==> src/hdl/stkm_pkg.sv <==
// ----------------------------------------------------------------------------
// stkm_pkg
// shared constants, opcodes and types of the stack machine execute unit
// ----------------------------------------------------------------------------
package stkm_pkg;

	localparam int STACK_DEPTH  = 32;
	localparam int ARG_DEPTH    = 32;
	localparam int LOCAL_DEPTH  = 32;
	localparam int STATIC_DEPTH = 32;
	localparam int HEAP_DEPTH   = 128;
	localparam int CALL_DEPTH   = 64;

	localparam int SW  = $clog2(STACK_DEPTH);
	localparam int CW  = $clog2(STACK_DEPTH + 1);
	localparam int AW  = $clog2(ARG_DEPTH);
	localparam int ABW = $clog2(ARG_DEPTH + 1);
	localparam int LW  = $clog2(LOCAL_DEPTH);
	localparam int LBW = $clog2(LOCAL_DEPTH + 1);
	localparam int TW  = $clog2(STATIC_DEPTH);
	localparam int HW  = $clog2(HEAP_DEPTH);
	localparam int HUW = $clog2(HEAP_DEPTH + 1);
	localparam int HSW = $clog2(CALL_DEPTH);
	localparam int HCW = $clog2(CALL_DEPTH + 1);

	localparam logic [4:0] F_END    = 5'd0;
	localparam logic [4:0] F_ADD    = 5'd1;
	localparam logic [4:0] F_SUB    = 5'd2;
	localparam logic [4:0] F_MULT   = 5'd3;
	localparam logic [4:0] F_DIV    = 5'd4;
	localparam logic [4:0] F_EQ     = 5'd5;
	localparam logic [4:0] F_UNEQ   = 5'd6;
	localparam logic [4:0] F_GT_EQ  = 5'd7;
	localparam logic [4:0] F_LT_EQ  = 5'd8;
	localparam logic [4:0] F_GT     = 5'd9;
	localparam logic [4:0] F_LT     = 5'd10;
	localparam logic [4:0] F_GOTO   = 5'd11;
	localparam logic [4:0] F_IFGOTO = 5'd12;
	localparam logic [4:0] F_PUSH   = 5'd13;
	localparam logic [4:0] F_POP    = 5'd14;
	localparam logic [4:0] F_PRINTC = 5'd15;
	localparam logic [4:0] F_NOT    = 5'd16;
	localparam logic [4:0] F_PRINTN = 5'd17;
	localparam logic [4:0] F_BACK   = 5'd18;
	localparam logic [4:0] F_CALL   = 5'd19;

	localparam logic [2:0] SEG_ARG     = 3'd0;
	localparam logic [2:0] SEG_LOCAL   = 3'd1;
	localparam logic [2:0] SEG_STATIC  = 3'd2;
	localparam logic [2:0] SEG_HEAP    = 3'd3;
	localparam logic [2:0] SEG_CONST   = 3'd4;
	localparam logic [2:0] SEG_HEAPPOS = 3'd5;
	localparam logic [2:0] SEG_POINTER = 3'd6;
	localparam logic [2:0] SEG_HEAPARR = 3'd7;

	localparam logic [2:0] ERR_NONE  = 3'd0;
	localparam logic [2:0] ERR_UNDER = 3'd1;
	localparam logic [2:0] ERR_OVER  = 3'd2;
	localparam logic [2:0] ERR_SEG   = 3'd3;
	localparam logic [2:0] ERR_RANGE = 3'd4;
	localparam logic [2:0] ERR_DIVZ  = 3'd5;
	localparam logic [2:0] ERR_CALL  = 3'd6;

	localparam logic [1:0] PK_NONE = 2'd0;
	localparam logic [1:0] PK_CHAR = 2'd1;
	localparam logic [1:0] PK_NUM  = 2'd2;

	typedef enum logic [1:0] {
		ST_IDLE,
		ST_READ,
		ST_EXEC,
		ST_DIV
	} state_t;

	typedef struct packed {
		logic        start;
		logic [31:0] dividend;
		logic [31:0] divisor;
	} div_req_t;

	typedef struct packed {
		logic        done;
		logic [31:0] quotient;
	} div_rsp_t;

endpackage

==> src/hdl/stkm_div.sv <==
// ----------------------------------------------------------------------------
// stkm_div
// signed 32-bit divider, one quotient bit per cycle, truncates toward zero
// ----------------------------------------------------------------------------
module stkm_div import stkm_pkg::*; (
	input  logic     clk,
	input  logic     arst_n,
	input  div_req_t req,
	output div_rsp_t rsp
);

	logic        busy_q;
	logic        done_q;
	logic [4:0]  cnt_q;
	logic [31:0] rem_q;
	logic [31:0] quo_q;
	logic [31:0] dvs_q;
	logic        neg_q;
	logic [32:0] trial;
	logic        ge;

	assign trial = {rem_q, quo_q[31]};
	assign ge    = trial >= {1'b0, dvs_q};

	always_ff @(posedge clk or negedge arst_n) begin
		if (!arst_n) begin
			busy_q <= 1'b0;
			done_q <= 1'b0;
			cnt_q  <= '0;
		end else begin
			done_q <= 1'b0;
			if (req.start) begin
				busy_q <= 1'b1;
				cnt_q  <= '0;
			end else if (busy_q) begin
				cnt_q <= cnt_q + 5'd1;
				if (cnt_q == 5'd31) begin
					busy_q <= 1'b0;
					done_q <= 1'b1;
				end
			end
		end
	end

	// magnitudes in, sign fixed on the way out
	always_ff @(posedge clk) begin
		if (req.start) begin
			rem_q <= '0;
			quo_q <= req.dividend[31] ? (32'd0 - req.dividend) : req.dividend;
			dvs_q <= req.divisor[31] ? (32'd0 - req.divisor) : req.divisor;
			neg_q <= req.dividend[31] ^ req.divisor[31];
		end else if (busy_q) begin
			rem_q <= ge ? 32'(trial - {1'b0, dvs_q}) : trial[31:0];
			quo_q <= {quo_q[30:0], ge};
		end
	end

	assign rsp.done     = done_q;
	assign rsp.quotient = neg_q ? (32'd0 - quo_q) : quo_q;

endmodule
==> config.mk <==
export PLATFORM = sky130hd
export DESIGN_NAME = stkm_div
export DESIGN_NICKNAME = d
export VERILOG_FILES = /design/src/hdl/stkm_pkg.sv /design/src/hdl/stkm_div.sv
export SDC_FILE = /design/constraint.sdc
export NUM_CORES = 1
export LEC_CHECK = 0
export BUFFER_PORTS_ARGS = -buffer_cell sky130_fd_sc_hd__buf_2
export CAP_MARGIN = 20
export CORE_MARGIN = 2
export CORE_UTILIZATION = 45
export CTS_CLUSTER_SIZE = 28
export DETAILED_ROUTE_END_ITERATION = 10
export SLEW_MARGIN = 40
export SYNTH_ARGS = -nofsm -noshare
export SYNTH_HDL_FRONTEND = slang
export SYNTH_SLANG_ARGS = --single-unit
==> constraint.sdc <==
create_clock -name clk -period 6.1 [get_ports clk]
set_input_delay 0.305 -clock clk [delete_from_list [all_inputs] [get_ports clk]]
set_output_delay 0.305 -clock clk [all_outputs]
set_load 0.005 [all_outputs]
==> impl_metrics.yaml <==
floorplan:
  rows: 48
  io_pins: 100
  initial_core_util_pct: 45.7
  core_area_sq_um: 17200
  dieArea_sq_um: 18500
  dieHeight_um: 136
  die_width_um: 136
final_layout:
  nets: 1068
  postLayoutCellArea_sq_um: 8820
  final_cells: 1193
  fin_util_pct: 51.3
  area_growth_pct: 12.2
  drive_above_1_share_pct: 14.8
  antenna_cells: 0
worst_setup_path:
  crit_path_end_kind: "flop"
  path_delay_family: "compound AO/OA/AOI/OAI gates"
  reg2reg_to: "rem_q[28]"
  path_cells: "inv_1 > ha_1 > fa_1 > nor2b_1 > o21bai_1 > a41o_1 > o311ai_1 > o41a_1 > mux2i_1 > a2111oi_0 > o31ai_1"
  r2r_cells: 11
  cp_data_required_time_ps: 6320
  worst-path-max-fanout: 3
  crit_arrival_ps: 3610
  ff2ff_setup_slack_ps: 2710
  worst_setup_path_start_kind: "flop"
  path_class: "reg -> reg"
  critPathSlowestCell: "o311ai_1"
  crit_cells: 11
  critPathBufInv: 1
  crit_end: "rem_q[28]"
  r2r-start: "quo_q[31]"
  startpoint: "quo_q[31]"
  critical-path-max-stage-delay_ps: 470
power:
  netSwitchingFraction_pct: 30.1
  pwr-share-comb_pct: 25.9
  p_leak_nw: 3.64
  pwr_density_cell_nw_per_um2: 217
  p_int_w: 0.00134
  switchingPower_w: 0.000575
  pwr-share-clk_pct: 28.4
  vdd_drop_max_uv: 130
  pwr-share-seq_pct: 45.7
sta:
  skew_ps: 11.7
  report.final.setup_viol: 0
  fin_crit_sh_pct: 55.6
  fin_crit_ps: 3390
  holdWs_ps: 200
  maxSlewViolCount: 0
  timing.fmax_mhz: 295
  tightest_slew_ps: 800
  finalHoldViolations: 0
  rsz0062_at_grt: "false"
  slew_headroom_pct: 46.0
  setup_tns_ps: 0
detailed_routing:
  antenna_left: 0
  routed_wl_um: 17800
  drtIter0Drc: 423
  vias: 6605
  dr.pass1.iters: 5
  wl_per_cell_um: 14.9
  drc: 0
  viasPerCell: 5.54
placed_design:
  place_area_sq_um: 8530
  dp.cells: 1176
  gp_congestion: 0.853
  portBuffers: 99
  post-dp-hpwl_um: 13300
logic_synthesis:
  synth_edf_count: 65
  syn_area_sq_um: 7860
  avgSynthCellArea_sq_um: 8.84
  ys.flop_type: "edfxtp_1"
  yosysUniqueCellTypes: 69
  async_reset_ff_share_pct: 6.73
  yosysSeqAreaShare_pct: 35.2
  ys_seq_elements: 104
  postSynthCellCount: 889
  ys.warnings.count: 0
  synth_nets: 994
clock_tree:
  ctsLongestPathBuffers: 2
  cts_setup_buffers: 0
  cts_sinks: 104
  cts_hold_buf: 1
  cts.root.buffer_cell: "clkbuf_16"
  cts_tree: "built"
  numCtsBuffers: 9
  cts_max_level: 3
  path_clk_slew_ps: 70
  insertion_delay_ps: 360
  cts_resized: 0
run_status:
  status: "finished clean"
global_routing:
  grt_overflow: 0
  antenna_found_initial: 0
  grt_usage_pct: 19.9
  grt_max_degree: 51
  grt_pass1_vias: 5961
  grt_pass1_wl_um: 29500
hold_path:
  hold_class: "in -> reg"
job:
  maxCapViolCount: 0
## area by class of cell
| cell class | count | area, sq um |
|---|---|---|
| Tap cell | 225 | 282 |
| Clock buffer | 11 | 243 |
| Inverter | 48 | 180 |
| Sequential cell | 104 | 2770 |
| Timing Repair Buffer | 107 | 568 |
| Clock inverter | 5 | 32.5 |
| Multi-Input combinational cell | 693 | 4750 |
| Fill cell | 1650 | 8360 |
## placed cells by master (no fill, tap or decap), types with 8 or more instances in the layout
master     count
mux2i_1       23
inv_1         48
o21ai_0       36
a211oi_1      13
clkbuf_16      9
nand2_1       70
o31ai_1       29
xnor2_1       78
nand4_1        8
or3_1         16
nand2b_1      16
ha_1          37
a21o_1         8
nor2_1        86
a21oi_1       58
o41ai_1       16
xor2_1        37
nor4_1        10
or4_1          9
nand3_1       26
edfxtp_1      65
buf_2         98
nor3_1        14
dfxtp_1       32
o21ai_1        9
## metrics by stage
step	power, W	setup WS, ps
2_1_floorplan	0.00122	3340
3_3_place_gp	0.00138	2660
3_5_place_dp	0.00138	2710
4_1_cts	0.00193	2690
5_1_grt	0.00203	2430
6_report	0.00191	2710
## sequential cells by signal (all words and copies together), names as in the netlist
signal / count
busy_q: 1
rem_q: 32
neg_q: 1
quo_q: 32
cnt_q: 5
done_q: 1
dvs_q: 32
## metal layers
| metal | up-vias | GRT usage (%) | share of wire [%] |
|---|---|---|---|
| li1 | 3402 | - | - |
| met1 | 3033 | 29.5 | 52 |
| met2 | 157 | 30.2 | 43 |
| met3 | 13 | 2.91 | 4.5 |
| met4 | 0 | 5.32 | 1.2 |
| met5 | - | 0 | 0 |
## synthesized netlist by cell type, types with 3 or more instances
cell	number	area, sq um
o21ai_1	9	45.0
dfxtp_1	32	641
nor2_1	86	323
a21o_1	8	60.1
or4_1	9	67.6
clkbuf_1	31	116
o31ai_2	4	50.1
nor4_1	10	62.6
nand3_1	26	130
buf_4	3	22.5
nand4_1	8	50.1
o21ai_0	36	180
mux2i_1	23	230
o311ai_0	7	61.3
nand2b_1	16	100
buf_1	7	26.3
ha_1	37	463
o21bai_1	5	37.5
o21a_1	7	52.6
nand2_1	70	263
or3_1	16	100
inv_1	48	180
a21oi_1	58	290
mux2_2	4	45.0
o211ai_1	4	30.0
nand4b_1	4	35.0
nor3_1	14	70.1
edfxtp_1	65	1950
a311oi_1	3	26.3
and3_1	3	18.8
nor2b_1	4	25.0
o41ai_1	16	140
xnor2_1	78	683
o31ai_1	29	218
a211oi_1	13	97.6
and2_1	6	37.5
dfrtp_1	7	175
buf_2	3	15.0
a31oi_1	5	31.3
a22oi_1	4	30.0
xor2_1	37	324
## kinds of logic (layout without fill, tap and decap cells)
family | after synthesis | in the layout | share of synthesized area (%)
buffers and inverters | 92 | 171 | 4.59
AND/OR/NAND/NOR | 287 | 287 | 18.2
AO/OA/AOI/OAI | 226 | 226 | 19.5
multiplexers | 27 | 27 | 3.50
XOR/XNOR | 115 | 115 | 12.8
adder cells (fa/ha/maj) | 38 | 38 | 6.15
flip-flops | 104 | 104 | 35.2
## worst register-to-register path, cell delays in order (launching register included)
cell and delay [ps]:
edfxtp_1 430, inv_1 70, ha_1 220, fa_1 400, nor2b_1 240, o21bai_1 120, a41o_1 280, o311ai_1 470
o41a_1 350, mux2i_1 110, a2111oi_0 460, o31ai_1 110
## power groups by stage
stage               clock, W  sequential [W]  combinational (W)
detailed placement         0        0.000889           0.000494
global route        0.000588        0.000884           0.000557
CTS                 0.000564        0.000874           0.000497
floorplan                  0        0.000871           0.000345
finish              0.000543        0.000874           0.000494
global placement           0        0.000891           0.000486
## worst min-delay path by stage
stage	cells past startpoint	from	endpoint	slack (ps)
after floorplan	0	arst_n	busy_q	9
after global placement	1	arst_n	cnt_q[0]	150
after detailed placement	1	arst_n	cnt_q[2]	150
after CTS	1	req[0]	dvs_q[0]	190
after global routing	1	req[0]	dvs_q[0]	190
final	1	req[0]	dvs_q[0]	200
(Power assumes the default switching activity.)
